[config.mk]
export PLATFORM = sky130hd
export DESIGN_NAME = tccs_addr
export DESIGN_NICKNAME = d
export VERILOG_FILES = /design/src/design/tccs_addr.sv
export SDC_FILE = /design/constraint.sdc
export NUM_CORES = 1
export LEC_CHECK = 0
export ABC_AREA = 1
export BUFFER_PORTS_ARGS = -buffer_cell sky130_fd_sc_hd__buf_2
export CAP_MARGIN = 20
export CORE_AREA = 2 2 39 41
export DETAILED_ROUTE_END_ITERATION = 16
export DIE_AREA = 0 0 41 43
export PLACE_DENSITY = 0.66
export REMOVE_ABC_BUFFERS = 1
export SLEW_MARGIN = 20
export SYNTH_ARGS = -nofsm -noshare
export SYNTH_HDL_FRONTEND = slang
export SYNTH_SLANG_ARGS = --single-unit
[constraint.sdc]
create_clock -name vclk -period 2.2
set_input_delay 0.22 -clock vclk [all_inputs]
set_output_delay 0.22 -clock vclk [all_outputs]
set_load 0.02 [all_outputs]
[src/design/tccs_addr.sv]
// ---------------------------------------------------------------------------
// Screen address unit
// Maps a logical row through the scroll base to a physical RAM address.
// ---------------------------------------------------------------------------
module tccs_addr #(
  parameter int SCREEN_HEIGHT = 25,
  parameter int RW = 5,
  parameter int CW = 7
) (
  input  logic [RW-1:0]    base,
  input  logic [RW-1:0]    row,
  input  logic [CW-1:0]    col,
  output logic [RW+CW-1:0] addr
);

  logic [RW:0]   sum;
  logic [RW-1:0] prow;

  always_comb begin
    sum = {1'b0, base} + {1'b0, row};
    if (32'(sum) >= 32'(SCREEN_HEIGHT)) begin
      prow = RW'(32'(sum) - 32'(SCREEN_HEIGHT));
    end else begin
      prow = sum[RW-1:0];
    end
    addr = {prow, col};
  end

endmodule

# After elaboration in Yosys (flattened, before gate mapping)
# Cells that the tools add are included.
word_totals:
  elab_cells: 4
  ff_bits: 0
  in_bits: 17
op_classes:
  magnitude_cmp: 1
  n_addsub: 2
  n_mux: 1
op_table:
  columns: ["cell", "n"]
  rows:
  - ["5-bit by 5-bit adder with 6-bit output", 1]
  - ["6-bit by 5-bit >= comparator with 1-bit output (second input constant)", 1]
  - ["5-bit 2-to-1 mux", 1]
  - ["5-bit subtractor (second input constant)", 1]

# Logic depth before layout (Yosys ltp)
# Gate-level depths: netlist of the first run.
depth:
  word_depth: 3
  depth_mapped: 12
  depth_no_buf: 12

# Worst setup path after synthesis of the first run
# No wires, ideal clock.
synth_path:
  kind: "input port to output port"
  startpoint: "input base[0]"
  endpoint: "output addr[9]"
  required_time_ns: 1.980
  path_stages: 9
  path_buffers: 0
  slack_ns: 0.311
  arrival_time_ns: 1.669
  path_cell_list: "ha_1 > inv_1 > fa_1 > ha_1 > nand3_2 > nand3_2 > nand2_2 > nand2_1 > nand2_1"
synth_via:
  elab_chain_cells: 3
  word_cells_on_any_way: 4
  classes_between: "add/sub: 2; order compare: 1; mux: 1"
synth_rtl:
  columns: ["element", "line_no", "text"]
  rows:
  - ["start, declared", "10", "input logic [RW-1:0] base,"]
  - ["5-bit by 5-bit adder with 6-bit output (*)", "20", "sum = {1'b0, base} + {1'b0, row};"]
  - ["5-bit subtractor / 6-bit by 5-bit >= comparator with 1-bit output (equally long branches)", "22, 21", null]
  - ["5-bit 2-to-1 mux (*)", "21", "if (32'(sum) >= 32'(SCREEN_HEIGHT)) begin"]
  - ["end, declared", "13", "output logic [RW+CW-1:0] addr"]
# Mark *: on every way between the ends. The rest lies on a longest branch, timed or not.

# Worst setup path in the final report of the first run
layout_path:
  startpoint: "input base[0]"
  endpoint: "output addr[10]"
# The elaborated chain is that of the path after synthesis.

==> impl_metrics.json, run 1 <==
{
  "synth_area_um2": 450,
  "grt_max_degree": 6,
  "grt_pass1_wl_mm": 1.49,
  "ios": 29,
  "placement.io_buffers": 15,
  "setup_viol": 0,
  "crit_fanout": 5,
  "drive_above_1_share": 0.298,
  "min_path_type": "input pin to output pin",
  "maxSlewHeadroom": 0.825,
  "yosys.area.top_type": "ha_1",
  "ant_nets": 0,
  "fillCellCount": 157,
  "crit_family": "adder cells",
  "cpMaxStageDelayCell": "fa_2",
  "wl_per_cell_um": 9.28,
  "ys_types": 14,
  "drt_wl_total_um": 928,
  "dp.cells": 100,
  "period_share": 0.957,
  "nets": 111,
  "die-area_um2": 1760,
  "drc": 0,
  "worst-setup-path-type": "input pin to output pin",
  "worstMarginPinSlew_ns": 0.263,
  "holdBufCountCts": 0,
  "vias": 469,
  "seq_cells": 0,
  "ir_drop_mv": 0.111,
  "area_growth_pct": 15.0,
  "start_kind": "input pin",
  "grt_pass1_vias": 401,
  "ys_warn_count": 0,
  "antenna_found_initial": 0,
  "slew_viol_final": 0,
  "power_uw": 214,
  "start_util": 0.325,
  "power_leakage_nw": 0.315,
  "routed_via_density": 4.69,
  "cellPowerDensity_nw_per_um2": 412,
  "yosys-top-cells-area": "ha_1 19%, nand2_1 19%, inv_1 13%",
  "chipHeight_um": 43,
  "hold-worst-slack_ns": 0.440,
  "nClkBuffers": 0,
  "cpPeakStageDelay_ns": 0.48,
  "crit_start": "base[0]",
  "crit_buf_inv": 4,
  "gr-usage-all-layers": 0.111,
  "synth_top_area_frac": 0.194,
  "status": "finished clean",
  "hold_viol": 0,
  "routabilityCongestion": 0.777,
  "avgSynthCellArea_um2": 5.93,
  "period_needed_ns": 2.11,
  "cp-end-kind": "output pin",
  "regArea_um2": 0,
  "hold_depth": 0,
  "worstPathArrival_ns": 1.89,
  "cap_violations": 0,
  "layout.cells.non_filler": 100,
  "die_x_um": 41,
  "first_iter_violations": 2,
  "core_area_um2": 1380,
  "antenna_cells": 0,
  "path_cells": "buf_2 -> ha_2 -> inv_2 -> fa_2 -> ha_1 -> inv_1 -> nand3_2 -> nand3_4 -> nand2_2 -> nand2_1 -> nand2_1 -> buf_2",
  "hpwl_um": 798,
  "worst_ep_required_time_ns": 1.98,
  "rows": 14,
  "hold_start": "col[0]",
  "gr-total-overflow": 0,
  "yosysSeqAreaShare": 0,
  "worstHoldEndpoint": "addr[0]",
  "fmax_mhz": 475,
  "syn_inst": 76,
  "postCtsSetupBuffers": 0,
  "first_pass_iters": 2
}
cell usage in the layout (no fill, tap or decap), drive strengths merged:
cell type / instances
nand2: 25
buf: 15
inv: 15
nand3: 13
ha: 7
nand4: 2
a21oi: 2
nor2: 1
xor2: 1
clkinv: 1
xnor2: 1
fa: 1
cell families (layout without fill, tap and decap cells):
family / count (synthesis) / after routing / synth area share
AOI/OAI and AO/OA: 2 / 2 / 0.0222
xor gates and xnor gates: 2 / 2 / 0.0556
and+or+nand+nor: 41 / 41 / 0.433
adders and majority gates: 8 / 8 / 0.239
buffers and inverters: 23 / 31 / 0.250
timing repair:
| action | in CTS | in global routing |
|---|---|---|
| gates resized for setup | 0 | 6 |
| setup endpoints to repair | 0 | 4 |
| hold endpoints to repair | 0 | 0 |
metrics by stage:
stage / utilization / setup slack [ns] / area (um2) / TNS, ns
2_1_floorplan: - / 0.311 / 398 / 0
3_3_place_gp: 0.356 / 0.0766 / 493 / 0
3_5_place_dp: 0.356 / 0.0410 / 493 / 0
4_1_cts: 0.356 / 0.0339 / 493 / 0
5_1_grt: 0.374 / -0.00710 / 518 / -0.0106
6_report: 0.374 / 0.0937 / 518 / 0
report_power, final:
group          leakage [nW]  internal [mW]  switching, mW
clock network             0              0              0
registers                 0              0              0
logic                 0.315         0.0814          0.132
worst max-delay path by stage:
stage | endpoint | cells past startpoint | slack [ns]
4_1_cts | addr[10] | 11 | 0.03
5_1_grt | addr[10] | 12 | -0.007
3_5_place_dp | addr[10] | 11 | 0.04
2_1_floorplan | addr[9] | 9 | 0.31
3_3_place_gp | addr[9] | 11 | 0.08
6_report | addr[10] | 12 | 0.09
layer usage:
layer | GRT usage | share of wire
met4 | 0 | 0
met2 | 0.206 | 0.58
met1 | 0.121 | 0.35
met3 | 0.0366 | 0.069
met5 | 0 | 0
Yosys cell counts (all sizes together):
master	instances
ha	7
nand2	25
a21oi	2
nor2	1
inv	15
nand3	13
nand4	2
xor2	1
xnor2	1
fa	1
buf	7
clkinv	1
layout make-up:
class / count / area (um2) / share of cell area
multi-input cells: 53 / 363 / 0.700
well taps: 16 / 20.0 / 0.0386
inverters: 16 / 60.1 / 0.116
repair buffers: 15 / 75.1 / 0.145
Power figures use the tool's default switching activity.
==> run 2: changes to the inputs <==
Settings changed: ABC_AREA 1 to unset, PLACE_DENSITY 0.66 to unset, RECOVER_POWER set to 100.
==> impl_metrics.json, run 2 <==
{
  "status": "finished with violations",
  "failed_checks": "setup timing",
  "die-area_um2": 1760,
  "crit_fanout": 4,
  "grt_pass1_wl_mm": 1.47,
  "power_leakage_nw": 0.301,
  "switching_share": 0.478,
  "use_met3": 0.0366,
  "min_path_type": "input pin to output pin",
  "antenna_cells": 0,
  "period_needed_ns": 2.34,
  "fillCellCount": 150,
  "setup_slack_ns": -0.137,
  "layout_commonest_cell": "buf_4",
  "cap_violations": 0,
  "hold_depth": 0,
  "cp-end-kind": "output pin",
  "worstPathArrival_ns": 2.12,
  "combPwrFrac": 1.000,
  "rsz0062_at_grt": "yes",
  "gr-total-overflow": 0,
  "p_switching_uw": 143,
  "hold_start": "col[0]",
  "ys_warn_count": 0,
  "start_kind": "input pin",
  "crit_buf_inv": 3,
  "yosysSeqAreaShare": 0,
  "ios": 29,
  "hold_viol": 0,
  "setup_viol": 3,
  "ant_nets": 0,
  "routed_via_density": 4.52,
  "worstHoldEndpoint": "addr[0]",
  "syn_inst": 49,
  "grt_max_degree": 5,
  "first_iter_violations": 4,
  "clockPowerShare": 0,
  "finalSetupTns_ns": -0.308,
  "synth_top_area_frac": 0.224,
  "holdBufCountCts": 0,
  "fin_area_um2": 607,
  "worstMarginPinSlew_ns": 0.416,
  "use_met1": 0.141,
  "grt.busiest_layer": "met2",
  "ys_types": 19,
  "die_x_um": 41,
  "intPower_uw": 156,
  "chipHeight_um": 43,
  "core_area_um2": 1380,
  "ir_drop_mv": 0.219,
  "placement.io_buffers": 15,
  "path_cells": "buf_6 -> ha_4 -> inv_2 -> fa_2 -> ha_4 -> nand2b_4 -> or2_4 -> a31oi_4 -> nand2b_4 -> xnor2_2 -> buf_4",
  "cpMaxStageDelayCell": "fa_2",
  "drive_above_1_share": 0.591,
  "gr-usage-all-layers": 0.111,
  "hpwl_um": 669,
  "worst-setup-path-type": "input pin to output pin",
  "rows": 14,
  "avgSynthCellArea_um2": 7.97,
  "grt_util_met2": 0.188,
  "multi_input_area_um2": 397,
  "mostFrequentLayoutCells": "11 x buf_4, 8 x buf_2, 5 x ha_1",
  "slew_viol_final": 0,
  "maxSlewHeadroom": 0.720,
  "cellPowerDensity_nw_per_um2": 492,
  "placed_area_um2": 470,
  "nets": 93,
  "area_growth_pct": 55.4,
  "synth_common_cells": "7 x buf_4, 7 x ha_1, 5 x inv_1",
  "start_util": 0.282,
  "fmax_mhz": 428,
  "vias": 371,
  "routabilityCongestion": 0.762,
  "nClkBuffers": 0,
  "regArea_um2": 0,
  "yosys.area.top_type": "ha_1",
  "synth_area_um2": 390,
  "period_share": 1.06,
  "grt_pass1_vias": 367,
  "drc": 0,
  "crit_family": "adder cells",
  "drt_wl_total_um": 860,
  "antenna_found_initial": 0,
  "wl_per_cell_um": 10.5,
  "seq_cells": 0,
  "first_pass_iters": 3,
  "worst_ep_required_time_ns": 1.98,
  "pwr-share-seq": 0,
  "yosys-top-cells-area": "ha_1 22%, buf_4 13%, xnor2_1 9.0%",
  "cpPeakStageDelay_ns": 0.58
}
[run 2: changes by cell type after synthesis, moves of 4 or more]
cell | before | now
nand3_1 | 10 | 0
nand2_1 | 23 | 1
o21ai_0 | 0 | 4
inv_1 | 15 | 5
[run 2: worst max path at each step]
stage	startpoint	to	cells after the start
finish	base[0]	addr[9]	11
global route	base[0]	addr[9]	11
CTS	row[0]	addr[9]	11
detailed placement	base[0]	addr[9]	11
global placement	base[0]	addr[9]	11
floorplan	base[0]	addr[8]	8
[run 2: power groups by stage]
stage / Clock [mW] / Sequential [mW] / Combinational (mW)
3_3_place_gp: 0 / 0 / 0.214
4_1_cts: 0 / 0 / 0.269
3_5_place_dp: 0 / 0 / 0.218
5_1_grt: 0 / 0 / 0.326
2_1_floorplan: 0 / 0 / 0.149
6_report: 0 / 0 / 0.298
[run 2: stage by stage]
| stage | instances | util | setup slack [ns] | total power [mW] | hold WS [ns] |
|---|---|---|---|---|---|
| finish | 82 | 0.439 | -0.137 | 0.298 | 0.440 |
| global placement | 78 | 0.340 | -0.181 | 0.214 | 0.440 |
| global route | 82 | 0.439 | -0.213 | 0.326 | 0.440 |
| detailed placement | 78 | 0.340 | -0.229 | 0.218 | 0.440 |
| CTS | 81 | 0.402 | -0.210 | 0.269 | 0.440 |
| floorplan | 42 | - | -0.0571 | 0.149 | 0.440 |
[run 2: layout make-up]
cell class / count / share of cell area
inverter: 5 / 0.0309
timing repair buffer: 24 / 0.282
multi-input combinational: 37 / 0.654
tap: 16 / 0.0330
[run 2: repair_timing]
action / in CTS / in global routing
pin swaps: 6 / 7
gates resized for setup: 15 / 10
endpoints found under the setup margin: 5 / 5
setup buffers: 5 / 2
[run 2: kinds of logic (layout without fill, tap and decap cells)]
group | after synthesis | in the layout | share of synthesized area
AO/OA/AOI/OAI | 12 | 12 | 0.234
XOR/XNOR | 5 | 5 | 0.131
adder cells (fa/ha/maj) | 8 | 8 | 0.276
buffers and inverters | 12 | 29 | 0.183
multiplexers | 1 | 1 | 0.0256
AND/OR/NAND/NOR | 11 | 11 | 0.151
[run 2: routing by layer]
| layer | wire, um | share of wire |
|---|---|---|
| met1 | 325 | 0.38 |
| met2 | 472 | 0.55 |
| met3 | 62 | 0.072 |
| met4 | 0 | 0 |
| met5 | 0 | 0 |
